===== config.mk =====
export PLATFORM = sky130hd
export DESIGN_NAME = shuffled_minimal_standard_rng_top
export DESIGN_NICKNAME = d
export VERILOG_FILES = /design/src/sv/srng_pkg.sv /design/src/sv/srng_seq.sv /design/src/sv/shuffled_minimal_standard_rng_top.sv
export SDC_FILE = /design/constraint.sdc
export NUM_CORES = 2
export LEC_CHECK = 0
export ABC_AREA = 1
export ABC_CLOCK_PERIOD_IN_PS = 9900
export BUFFER_PORTS_ARGS = -buffer_cell sky130_fd_sc_hd__buf_2
export CORE_ASPECT_RATIO = 0.8
export CORE_UTILIZATION = 39
export CTS_CLUSTER_DIAMETER = 60
export DETAILED_ROUTE_END_ITERATION = 12
export PLACE_DENSITY_LB_ADDON = 0.1
export SETUP_SLACK_MARGIN = 0.02
export SKIP_CTS_REPAIR_TIMING = 1
export SLEW_MARGIN = 25
export SYNTH_ARGS = -nofsm -noshare
export SYNTH_HDL_FRONTEND = slang
export SYNTH_HIERARCHICAL = 1
export SYNTH_SLANG_ARGS = --single-unit
export TNS_END_PERCENT = 100

===== constraint.sdc =====
create_clock -name clk -period 9.9 [get_ports clk]
set_input_delay 0.495 -clock clk [delete_from_list [all_inputs] [get_ports clk]]
set_output_delay 0.495 -clock clk [all_outputs]
set_load 0.05 [all_outputs]

===== src/sv/srng_pkg.sv =====
// Package for the shuffled minimal-standard generator: microcode word types,
// the control store, step addresses and fixed arithmetic constants.
// No dependencies; used by srng_seq and shuffled_minimal_standard_rng_top.
package srng_pkg;

	localparam int unsigned PC_W = 4;
	typedef logic [PC_W-1:0] pc_t;

	localparam logic [31:0] MODULUS = 32'd2147483647;
	localparam logic [16:0] MULT = 17'd16807;
	localparam int unsigned WARMUP = 8;
	localparam logic REG_SEED = 1'b0;
	localparam logic OPER_LOAD = 1'b1;

	localparam pc_t PC_DISPATCH = 4'd0;
	localparam pc_t PC_CHECK = 4'd1;
	localparam pc_t PC_INIT_MUL = 4'd2;
	localparam pc_t PC_INIT_RED = 4'd3;
	localparam pc_t PC_SLOT_MUL = 4'd4;
	localparam pc_t PC_SLOT_EST = 4'd5;
	localparam pc_t PC_CHK_MUL = 4'd6;
	localparam pc_t PC_SLOT_FIX = 4'd7;
	localparam pc_t PC_GEN_MUL = 4'd8;
	localparam pc_t PC_GEN_RED = 4'd9;
	localparam pc_t PC_BND_MUL = 4'd10;
	localparam pc_t PC_OUT = 4'd11;

	typedef enum logic [2:0] {
		OP_NONE = 3'd0,
		OP_DISPATCH = 3'd1,
		OP_CHECK = 3'd2,
		OP_INIT_RED = 3'd3,
		OP_SLOT_EST = 3'd4,
		OP_SLOT_FIX = 3'd5,
		OP_GEN_RED = 3'd6,
		OP_OUT = 3'd7
	} op_t;

	typedef enum logic [1:0] {
		A_X = 2'd0,
		A_LAST = 2'd1,
		A_NDIV = 2'd2
	} asel_t;

	typedef enum logic [1:0] {
		B_MULT = 2'd0,
		B_RECIP = 2'd1,
		B_SLOT = 2'd2,
		B_BOUND = 2'd3
	} bsel_t;

	typedef enum logic [2:0] {
		C_NEVER = 3'd0,
		C_DRAW = 3'd1,
		C_HEALTHY = 3'd2,
		C_LOOP_MORE = 3'd3,
		C_OUT_FREE = 3'd4
	} cond_t;

	typedef struct packed {
		op_t op;
		asel_t a_sel;
		bsel_t b_sel;
		logic mul_en;
		cond_t cond;
		logic hold;
		pc_t target;
	} cw_t;

	typedef struct packed {
		logic draw;
		logic healthy;
		logic loop_more;
		logic out_free;
	} flags_t;

	function automatic cw_t rom_word(pc_t pc);
		cw_t cw;
		cw = '{op: OP_NONE, a_sel: A_X, b_sel: B_MULT, mul_en: 1'b0,
			cond: C_NEVER, hold: 1'b0, target: PC_DISPATCH};
		case (pc)
			PC_DISPATCH: begin
				cw.op = OP_DISPATCH;
				cw.cond = C_DRAW;
				cw.target = PC_CHECK;
				cw.hold = 1'b1;
			end
			PC_CHECK: begin
				cw.op = OP_CHECK;
				cw.cond = C_HEALTHY;
				cw.target = PC_SLOT_MUL;
			end
			PC_INIT_MUL: begin
				cw.mul_en = 1'b1;
			end
			PC_INIT_RED: begin
				cw.op = OP_INIT_RED;
				cw.cond = C_LOOP_MORE;
				cw.target = PC_INIT_MUL;
			end
			PC_SLOT_MUL: begin
				cw.a_sel = A_LAST;
				cw.b_sel = B_RECIP;
				cw.mul_en = 1'b1;
			end
			PC_SLOT_EST: begin
				cw.op = OP_SLOT_EST;
			end
			PC_CHK_MUL: begin
				cw.a_sel = A_NDIV;
				cw.b_sel = B_SLOT;
				cw.mul_en = 1'b1;
			end
			PC_SLOT_FIX: begin
				cw.op = OP_SLOT_FIX;
			end
			PC_GEN_MUL: begin
				cw.mul_en = 1'b1;
			end
			PC_GEN_RED: begin
				cw.op = OP_GEN_RED;
			end
			PC_BND_MUL: begin
				cw.a_sel = A_LAST;
				cw.b_sel = B_BOUND;
				cw.mul_en = 1'b1;
			end
			PC_OUT: begin
				cw.op = OP_OUT;
				cw.cond = C_OUT_FREE;
				cw.target = PC_DISPATCH;
				cw.hold = 1'b1;
			end
			default: begin
				cw.cond = C_NEVER;
				cw.hold = 1'b0;
				cw.target = PC_DISPATCH;
			end
		endcase
		return cw;
	endfunction

endpackage


===== src/sv/srng_seq.sv =====
// Microcode sequencer: step counter, control store lookup and jump logic.
// Depends on srng_pkg for the control word, flags and step addresses.
module srng_seq (
	input  logic clk,
	input  logic arst_n,
	input  srng_pkg::flags_t flags,
	output srng_pkg::cw_t cw
);

	srng_pkg::pc_t pc_q;
	srng_pkg::pc_t pc_next;
	logic take;

	assign cw = srng_pkg::rom_word(pc_q);

	always_comb begin
		case (cw.cond)
			srng_pkg::C_NEVER: take = 1'b0;
			srng_pkg::C_DRAW: take = flags.draw;
			srng_pkg::C_HEALTHY: take = flags.healthy;
			srng_pkg::C_LOOP_MORE: take = flags.loop_more;
			srng_pkg::C_OUT_FREE: take = flags.out_free;
			default: take = 1'b0;
		endcase
	end

	always_comb begin
		if (take) begin
			pc_next = cw.target;
		end else if (cw.hold) begin
			pc_next = pc_q;
		end else begin
			pc_next = srng_pkg::pc_t'(pc_q + 1'b1);
		end
	end

	always_ff @(posedge clk or negedge arst_n) begin
		if (!arst_n) begin
			pc_q <= srng_pkg::PC_DISPATCH;
		end else begin
			pc_q <= pc_next;
		end
	end

endmodule


===== src/sv/shuffled_minimal_standard_rng_top.sv =====
// Top level of the shuffled minimal-standard generator: APB seed register,
// datapath with shared multiplier and shuffle table; uses srng_pkg, srng_seq.
//
// Usage:
//   Request channel (cmd_valid/cmd_stall, fields operation and bound): a load
//   copies the seed register into the generator state and yields no result;
//   a draw yields one result (sample, scaled) on result_valid/result_stall.
//   Seed register at byte address 0, written over APB; the user must write it
//   only while the block idles, as the block itself does not enforce this.
//   A load completes in the dispatch step. An accepted draw walks nine
//   microcode steps through one shared 32x17 multiplier; the last one waits
//   for a free output register before raising result_valid. No request is
//   taken until the sequencer is back at dispatch. A draw that reinitializes
//   adds TABLE_SIZE+8 generator steps, each a multiply and a reduce step.
// Reset:
//   State, last output and seed clear to zero, so the first draw reinitializes
//   and fills the whole table before any entry is read.
// Stall:
//   A finished result waits in the output register; the block takes one more
//   draw, then stalls requests and holds its result until the first is taken.
module shuffled_minimal_standard_rng_top #(
	parameter int unsigned TABLE_SIZE = 32
) (
	input  logic clk,
	input  logic arst_n,
	input  logic cmd_valid,
	output logic cmd_stall,
	input  logic operation,
	input  logic [16:0] bound,
	output logic result_valid,
	input  logic result_stall,
	output logic [30:0] sample,
	output logic [15:0] scaled,
	input  logic psel,
	input  logic penable,
	input  logic pwrite,
	input  logic [2:0] paddr,
	input  logic [31:0] pwdata,
	output logic [31:0] prdata,
	output logic pready
);

	localparam int unsigned SLOT_W = $clog2(TABLE_SIZE);
	localparam int unsigned CNT_W = $clog2(TABLE_SIZE + 8);
	localparam logic [63:0] NDIV = 64'd1 + (64'd2147483646 / TABLE_SIZE);
	localparam logic [63:0] RECIP = (64'd1 << 39) / NDIV;
	localparam logic [CNT_W-1:0] CNT_LAST = CNT_W'(TABLE_SIZE + 7);
	localparam logic [9:0] SLOT_MAX_W = 10'(TABLE_SIZE - 1);
	localparam logic [SLOT_W:0] SLOT_MAX_N = (SLOT_W + 1)'(TABLE_SIZE - 1);

	srng_pkg::cw_t cw;
	srng_pkg::flags_t flags;

	logic [31:0] seed_q;
	logic [31:0] state_q;
	logic [30:0] last_q;
	logic [31:0] x_q;
	logic [48:0] prod_q;
	logic [16:0] bound_q;
	logic [SLOT_W-1:0] slot_q;
	logic [CNT_W-1:0] cnt_q;
	logic [30:0] rd_q;
	logic [30:0] tbl_q [TABLE_SIZE];
	logic result_valid_q;
	logic [30:0] sample_q;
	logic [15:0] scaled_q;

	logic cmd_acc;
	logic cfg_wr;
	logic out_free;
	logic [31:0] mul_a;
	logic [16:0] mul_b;
	logic [31:0] fold_sum;
	logic [30:0] red;
	logic [31:0] bnd_sum;
	logic [18:0] bnd_q;
	logic [15:0] scaled_next;
	logic [9:0] q_est;
	logic [31:0] rem;
	logic [SLOT_W:0] slot_inc;
	logic [SLOT_W-1:0] fill_idx;
	logic mem_we;
	logic [SLOT_W-1:0] mem_waddr;

	srng_seq u_seq (
		.clk(clk),
		.arst_n(arst_n),
		.flags(flags),
		.cw(cw)
	);

	assign cmd_stall = (cw.op != srng_pkg::OP_DISPATCH);
	assign cmd_acc = cmd_valid && !cmd_stall;
	assign out_free = !result_valid_q || !result_stall;

	assign pready = 1'b1;
	assign cfg_wr = psel && penable && pwrite && pready && (paddr[2] == srng_pkg::REG_SEED);
	assign prdata = (paddr[2] == srng_pkg::REG_SEED) ? seed_q : 32'd0;

	assign flags.draw = cmd_acc && (operation != srng_pkg::OPER_LOAD);
	assign flags.healthy = !state_q[31] && (state_q != 32'd0) && (last_q != 31'd0);
	assign flags.loop_more = (cnt_q != CNT_LAST);
	assign flags.out_free = out_free;

	always_comb begin
		case (cw.a_sel)
			srng_pkg::A_X: mul_a = x_q;
			srng_pkg::A_LAST: mul_a = {1'b0, last_q};
			srng_pkg::A_NDIV: mul_a = NDIV[31:0];
			default: mul_a = x_q;
		endcase
		case (cw.b_sel)
			srng_pkg::B_MULT: mul_b = srng_pkg::MULT;
			srng_pkg::B_RECIP: mul_b = RECIP[16:0];
			srng_pkg::B_SLOT: mul_b = 17'(slot_q);
			srng_pkg::B_BOUND: mul_b = bound_q;
			default: mul_b = srng_pkg::MULT;
		endcase
	end

	// 2^31 == 1 mod (2^31 - 1): fold the high part onto the low part
	assign fold_sum = 32'(prod_q[48:31]) + 32'(prod_q[30:0]);
	assign red = (fold_sum >= srng_pkg::MODULUS) ?
		31'(fold_sum - srng_pkg::MODULUS) : fold_sum[30:0];

	assign bnd_sum = fold_sum;
	assign bnd_q = 19'(prod_q[48:31]) + 19'(bnd_sum >= srng_pkg::MODULUS);
	assign scaled_next = (bnd_q > 19'd65535) ? 16'hFFFF : bnd_q[15:0];

	assign q_est = prod_q[48:39];
	assign rem = {1'b0, last_q} - prod_q[31:0];
	assign slot_inc = {1'b0, slot_q} + 1'b1;
	assign fill_idx = SLOT_W'(CNT_LAST - cnt_q);

	assign mem_we = ((cw.op == srng_pkg::OP_INIT_RED) && (cnt_q >= CNT_W'(srng_pkg::WARMUP)))
		|| (cw.op == srng_pkg::OP_GEN_RED);
	assign mem_waddr = (cw.op == srng_pkg::OP_INIT_RED) ? fill_idx : slot_q;

	always_ff @(posedge clk) begin
		if (mem_we) begin
			tbl_q[mem_waddr] <= red;
		end
		rd_q <= tbl_q[slot_q];
	end

	always_ff @(posedge clk or negedge arst_n) begin
		if (!arst_n) begin
			seed_q <= 32'd0;
			state_q <= 32'd0;
			last_q <= 31'd0;
			result_valid_q <= 1'b0;
		end else begin
			if (cfg_wr) begin
				seed_q <= pwdata;
			end
			if ((cw.op == srng_pkg::OP_OUT) && out_free) begin
				result_valid_q <= 1'b1;
			end else if (!result_stall) begin
				result_valid_q <= 1'b0;
			end
			case (cw.op)
				srng_pkg::OP_DISPATCH: begin
					if (cmd_acc && (operation == srng_pkg::OPER_LOAD)) begin
						state_q <= seed_q;
					end
				end
				srng_pkg::OP_INIT_RED: begin
					if (cnt_q == CNT_LAST) begin
						last_q <= red;
					end
				end
				srng_pkg::OP_GEN_RED: begin
					state_q <= {1'b0, red};
					last_q <= rd_q;
				end
				default: begin
					state_q <= state_q;
				end
			endcase
		end
	end

	always_ff @(posedge clk) begin
		if (cw.mul_en) begin
			prod_q <= 49'(mul_a) * 49'(mul_b);
		end
		case (cw.op)
			srng_pkg::OP_DISPATCH: begin
				if (cmd_acc) begin
					bound_q <= bound;
				end
			end
			srng_pkg::OP_CHECK: begin
				cnt_q <= '0;
				if (flags.healthy) begin
					x_q <= state_q;
				end else if (state_q[31]) begin
					x_q <= 32'(~state_q + 1'b1);
				end else begin
					x_q <= 32'd1;
				end
			end
			srng_pkg::OP_INIT_RED: begin
				x_q <= {1'b0, red};
				cnt_q <= CNT_W'(cnt_q + 1'b1);
			end
			srng_pkg::OP_SLOT_EST: begin
				slot_q <= (q_est > SLOT_MAX_W) ? SLOT_MAX_W[SLOT_W-1:0] : q_est[SLOT_W-1:0];
			end
			srng_pkg::OP_SLOT_FIX: begin
				if (rem >= NDIV[31:0]) begin
					slot_q <= (slot_inc > SLOT_MAX_N) ?
						SLOT_MAX_N[SLOT_W-1:0] : slot_inc[SLOT_W-1:0];
				end
			end
			srng_pkg::OP_GEN_RED: begin
				x_q <= {1'b0, red};
			end
			srng_pkg::OP_OUT: begin
				if (out_free) begin
					sample_q <= last_q;
					scaled_q <= scaled_next;
				end
			end
			default: begin
				x_q <= x_q;
			end
		endcase
	end

	assign result_valid = result_valid_q;
	assign sample = sample_q;
	assign scaled = scaled_q;

endmodule

# Word level (Yosys, flattened, before mapping)

Memories as Yosys holds them, arrays and structs flattened. A register that Yosys moved wholly into a read port is not among the register bits.
Cells that the tools add are included.

Memories: 1
RAM bits: 992
Word-level logic and storage cells: 130
Register bits after elaboration: 256

Memory list:

| memory | depth | bits a word | rd ports | clocked after Yosys merged registers in | wr ports | line                                    | text |
|---|---|---|---|---|---|---|---|
| tbl_q  | 32    | 31          | 1        | 1                                       | 1        | shuffled_minimal_standard_rng_top.sv:63 | `logic [30:0] tbl_q [TABLE_SIZE];` |

$lt $le $gt $ge: 6
Bitwise gates (word level): 3
Equal/unequal tests: 35
Add/subtract/negate cells: 9
Multiply operators: 1
Muxes and demuxes: 30
Reductions and logical operators: 33

Operators with widths:

| cell                                                                                  | number |
|---|---|
| 32-bit one-hot mux with 2 select lines                                                | 3 |
| 32-bit 2-to-1 mux                                                                     | 4 |
| 17-bit one-hot mux with 4 select lines                                                | 1 |
| 31-bit 2-to-1 mux                                                                     | 2 |
| 31-bit one-hot mux with 2 select lines                                                | 1 |
| 32-bit by 17-bit multiplier with 49-bit output                                        | 1 |
| 18-bit by 31-bit adder with 32-bit output                                             | 1 |
| 32-bit by 1-bit adder with 32-bit output, second input constant                       | 1 |
| 32-bit by 27-bit greater-or-equal comparator with 1-bit output, second input constant | 1 |
| 32-bit by 31-bit greater-or-equal comparator with 1-bit output, second input constant | 1 |
| 32-bit inverter                                                                       | 1 |
| 32-bit nonzero test                                                                   | 1 |
| 31-bit by 32-bit subtractor with 32-bit output                                        | 1 |
| 31-bit nonzero test                                                                   | 1 |
| 31-bit subtractor, second input constant                                              | 1 |
| 3-bit one-hot mux with 7 select lines                                                 | 1 |
| 5-bit 2-to-1 mux                                                                      | 4 |
| 18-bit by 1-bit adder with 19-bit output                                              | 1 |
| 19-bit by 16-bit greater-than comparator with 1-bit output, second input constant     | 1 |
| 4-bit by 3-bit == test with 1-bit output, second input constant                       | 4 |
| 4-bit == test, second input constant                                                  | 4 |
| 3-bit == test, second input constant                                                  | 5 |
| 3-bit by 2-bit == test with 1-bit output, second input constant                       | 4 |
| 3-bit one-hot mux with 4 select lines                                                 | 1 |
| 34 further kinds                                                                      | 71 |

# Depth between registers and ports, before layout

Depth in word-level cells: 8
Depth in mapped cells: 39
Mapped depth without buffers: 35

# Modules after synthesis

The synthesis kept the hierarchy.

Modules (own cells, without submodules):

| module                            | times used | area each (um^2) | cells an instance |
|---|---|---|---|
| shuffled_minimal_standard_rng_top | 1          | 72490.8          | 7298 |
| srng_seq                          | 1          | 506.7            | 72 |

# Worst setup path after synthesis

Ideal clock, no wire load.

Path kind: register to register
Start: register u_seq.pc_q[0]
End: register prod_q[47], data pin
Setup time: 0.265 ns
Data arrival time: 7.444 ns
Cell stages (with the launch flop): 34
Period minus slack after synthesis: 7.709 ns
Setup slack: 2.191 ns
Cell sequence: dfrtp_1 -> inv_1 -> ha_1 -> nand3_1 -> o21ai_0 -> buf_4 -> inv_1 -> ha_1 -> clkinv_1 -> clkbuf_1 -> clkbuf_1 -> o21ai_0 -> o21ai_1 -> clkinv_1 -> nand2_1 -> fa_1 -> fa_1 -> fa_1 -> inv_1 -> fa_1 -> fa_1 -> inv_1 -> fa_1 -> inv_1 -> ha_1 -> nand2_1 -> nor2_1 -> inv_1 -> nor2_1 -> nand3_1 -> o21ai_0 -> a21oi_1 -> o21ai_0 -> xor2_1

RTL lines:

| item                   | line                                     | text |
|---|---|---|
| start, declared        | srng_seq.sv:10                           | `srng_pkg::pc_t pc_q;` |
| start signal, assigned | srng_seq.sv:39                           | `pc_q <= srng_pkg::PC_DISPATCH;` |
| start signal, assigned | srng_seq.sv:41                           | `pc_q <= pc_next;` |
| end signal, assigned   | shuffled_minimal_standard_rng_top.sv:185 | `prod_q <= 49'(mul_a) * 49'(mul_b);` |
| end, declared          | shuffled_minimal_standard_rng_top.sv:58  | `logic [48:0] prod_q;` |

==> flow_metrics.py <==
metrics = {
    "status": {
        "run_status": "complete, but fails checks",
        "violations": "negative hold slack",
    },
    "setup_path": {
        "crit_path_top_delay_cell": "sky130_fd_sc_hd__o21ai_0",
        "cell_seen_most_often_among_critical_path_stages": "sky130_fd_sc_hd__inv_1",
        "worstPathRequired_ns": 10.42,
        "timing.critical_path.fanout_max": 15,
        "endpoint_class_of_the_critical_path": "flip-flop",
        "worst_setup_path_start_kind": "flip-flop",
        "timing.reg2reg.worst_path_depth": 28,
        "worstPathArrival_ns": 9.99,
        "worst-setup-path-type": "flip-flop to flip-flop",
        "worst_setup_path_endpoint": "prod_q[47]",
        "crit_path_max_cell_delay_ns": 0.68,
        "r2r_end": "prod_q[47]",
        "worst_r2r_startpoint": "u_seq/pc_q[0]",
        "worst-r2r-setup-slack_ns": 0.43,
        "setup.worst_path.start": "u_seq/pc_q[0]",
    },
    "floorplanning": {
        "core_area_um2": 185000,
        "fp.dieArea_um2": 189000,
        "io_pins": 142,
        "die_h_um": 389,
        "start_util_pct": 39.4,
        "chipWidth_um": 486,
        "placement_rows": 141,
    },
    "sta": {
        "setup_violations": 0,
        "fin_hold_ws_ns": -0.0207,
        "tns_ns": 0,
        "finalMaxSlewViolations": 0,
        "rsz0062_at_grt": "no",
        "clock-skew-final_ns": 0.0338,
        "finalHoldViolations": 13,
        "slew_headroom_pct": 29.3,
        "finalCritPeriodShare_pct": 95.7,
        "timing.fmax_mhz": 106,
        "worst_pin_slew_ns": 1.06,
        "finalCriticalPeriod_ns": 9.47,
    },
    "power": {
        "power.leakage_nw": 33.1,
        "peakVddDrop_mv": 0.134,
        "power_density_nw_per_um2": 134,
    },
    "place": {
        "numPortBuffers": 138,
        "dp.cells": 9756,
        "place.gp.congestion": 0.996,
        "place_hpwl_mm": 175,
    },
    "global_route": {
        "global_route.overflow_total": 0,
        "number_of_global_route_vias_before_repair": 51600,
        "groute.usage.overall_pct": 27.0,
        "initial_antenna_violation_count": 6,
        "grt_max_degree": 158,
        "global_route.usage.met2_pct": 35.3,
        "wire_length_of_the_first_global_routing_pass_mm": 370,
        "met1_track_utilization_from_global_routing_pct": 43.9,
        "grt-busiest-layer": "met1",
        "use_met3_pct": 6.75,
    },
    "cts": {
        "clk-insertion-delay-late_ns": 0.78,
        "clock_sinks": 1279,
        "clkTransAtPathRegs_ns": 0.06,
        "tritoncts": "done",
        "cts_buffers": 136,
        "cts.path.max_buffers": 3,
        "cts.root.buffer_cell": "sky130_fd_sc_hd__clkbuf_16",
        "clock_tree.htree_level_count": 4,
    },
    "route": {
        "final_wirelength_mm": 257,
        "routedWlPerCell_um": 25.7,
        "viasPerCell": 5.51,
        "ant_nets": 0,
        "post-route-drc-count": 0,
        "drt_pre_antenna_iters": 6,
        "detail_route.iter0.violations": 6355,
        "route.vias.total": 55200,
    },
    "hold_path": {
        "worst_hold_path_type": "primary input to flip-flop",
    },
    "synthesis": {
        "synthesis.nets": 8062,
        "syn_area_um2": 73000,
        "ys.warnings.count": 6,
        "post_synth.cell_area_avg_um2": 9.91,
        "synth_cells": 7366,
    },
    "final_layout": {
        "nNetsFinal": 8189,
        "syn2layout_area_growth_pct": 11.9,
        "ratio_of_cells_with_drive_above_1_in_the_final_layout_pct": 8.15,
        "fin_cells": 10000,
    },
    "run": {
        "drv_cap": 0,
    },
}
[where the power goes]
part | internal, W | switching, W | total (W) | leakage [nW]
Sequential | 0.00582 | 0.00000511 | 0.00583 | 11.6
Combinational | 0.0000412 | 0.000136 | 0.000177 | 19.4
Clock | 0.00278 | 0.00219 | 0.00497 | 2.09
Total | 0.00865 | 0.00233 | 0.0110 | 33.1
[through the flow]
| step | hold slack [ns] | total power [W] | utilization, % | setup slack (ns) | instance area, um^2 |
|---|---|---|---|---|---|
| 2_1_floorplan | 0.199 | 0.00604 | - | 2.19 | 73000 |
| 3_3_place_gp | 0.454 | 0.00611 | 41.6 | 0.372 | 77000 |
| 3_5_place_dp | 0.457 | 0.00611 | 41.6 | 0.283 | 77000 |
| 4_1_cts | -0.197 | 0.0111 | 43.9 | 0.250 | 81300 |
| 5_1_grt | 0.00227 | 0.0113 | 44.1 | 0.0414 | 81700 |
| 6_report | -0.0207 | 0.0110 | 44.1 | 0.428 | 81700 |
[state kept, by name, indices dropped and copies added (netlist names), 17 cells and up]
name and cells:
state_q 32, tbl_q 992, last_q 31, rd_q 31, x_q 32, sample 31, seed_q 32, prod_q 49
bound_q 17
[worst max-delay path: cells and delay by family (launching register included)]
family,cells,cell delay (ns)
fa+ha+maj,9,3.97
compound gates,7,2.89
buf+inv,8,1.39
flops,1,0.44
simple gates,3,0.35
xor+xnor,1,0.17
[per-layer routing]
metal  wire length, um  up-vias
met2             99500     2462
met3             27200      261
met4              4340        0
met5                 0        -
met1            126000    27700
li1                  -    24800
[layout make-up]
cell class                      instances  area [um^2]
Sequential cell                      1279        37600
Clock buffer                          184         3780
Timing Repair Buffer                  327         2300
Inverter                             1005         3790
Multi-Input combinational cell       4744        30600
Clock inverter                         56          499
Tap cell                             2431         3040
Fill cell                           17800       104000
Antenna cell                            1         2.50
[how the worst min path moves through the flow]
stage,from,to,slack (ns),depth (start not counted)
floorplan,arst_n,last_q[0],0.20,0
global placement,rd_q[3],last_q[3],0.45,2
detailed placement,rd_q[17],last_q[17],0.46,2
CTS,arst_n,seed_q[5],-0.20,1
global route,pwdata[10],seed_q[10],0.002,3
finish,pwdata[0],seed_q[0],-0.02,3
[cell usage in the layout (no fill, tap or decap), drive strengths merged, types with 3 or more instances in the layout]
cell / n
nor3: 47
dfrtp: 100
clkinv: 49
ha: 186
o31ai: 3
and2: 5
a22oi: 35
a221oi: 3
xor2: 54
xnor2: 27
nand2: 1087
bufinv: 3
nand4: 41
nor3b: 3
inv: 1005
buf: 298
o21bai: 11
edfxtp: 1148
o32ai: 15
a31oi: 18
nand3: 215
a21o: 9
nor2: 1225
a21oi: 157
or2: 3
o2111ai: 3
dlygate4sd3: 29
nor4: 15
o21a: 5
dfxtp: 31
o211ai: 5
a21boi: 9
o21ai: 780
o22ai: 326
fa: 450
clkinvlp: 4
clkbuf: 184
No activity file was read; power rests on OpenSTA's default activity.
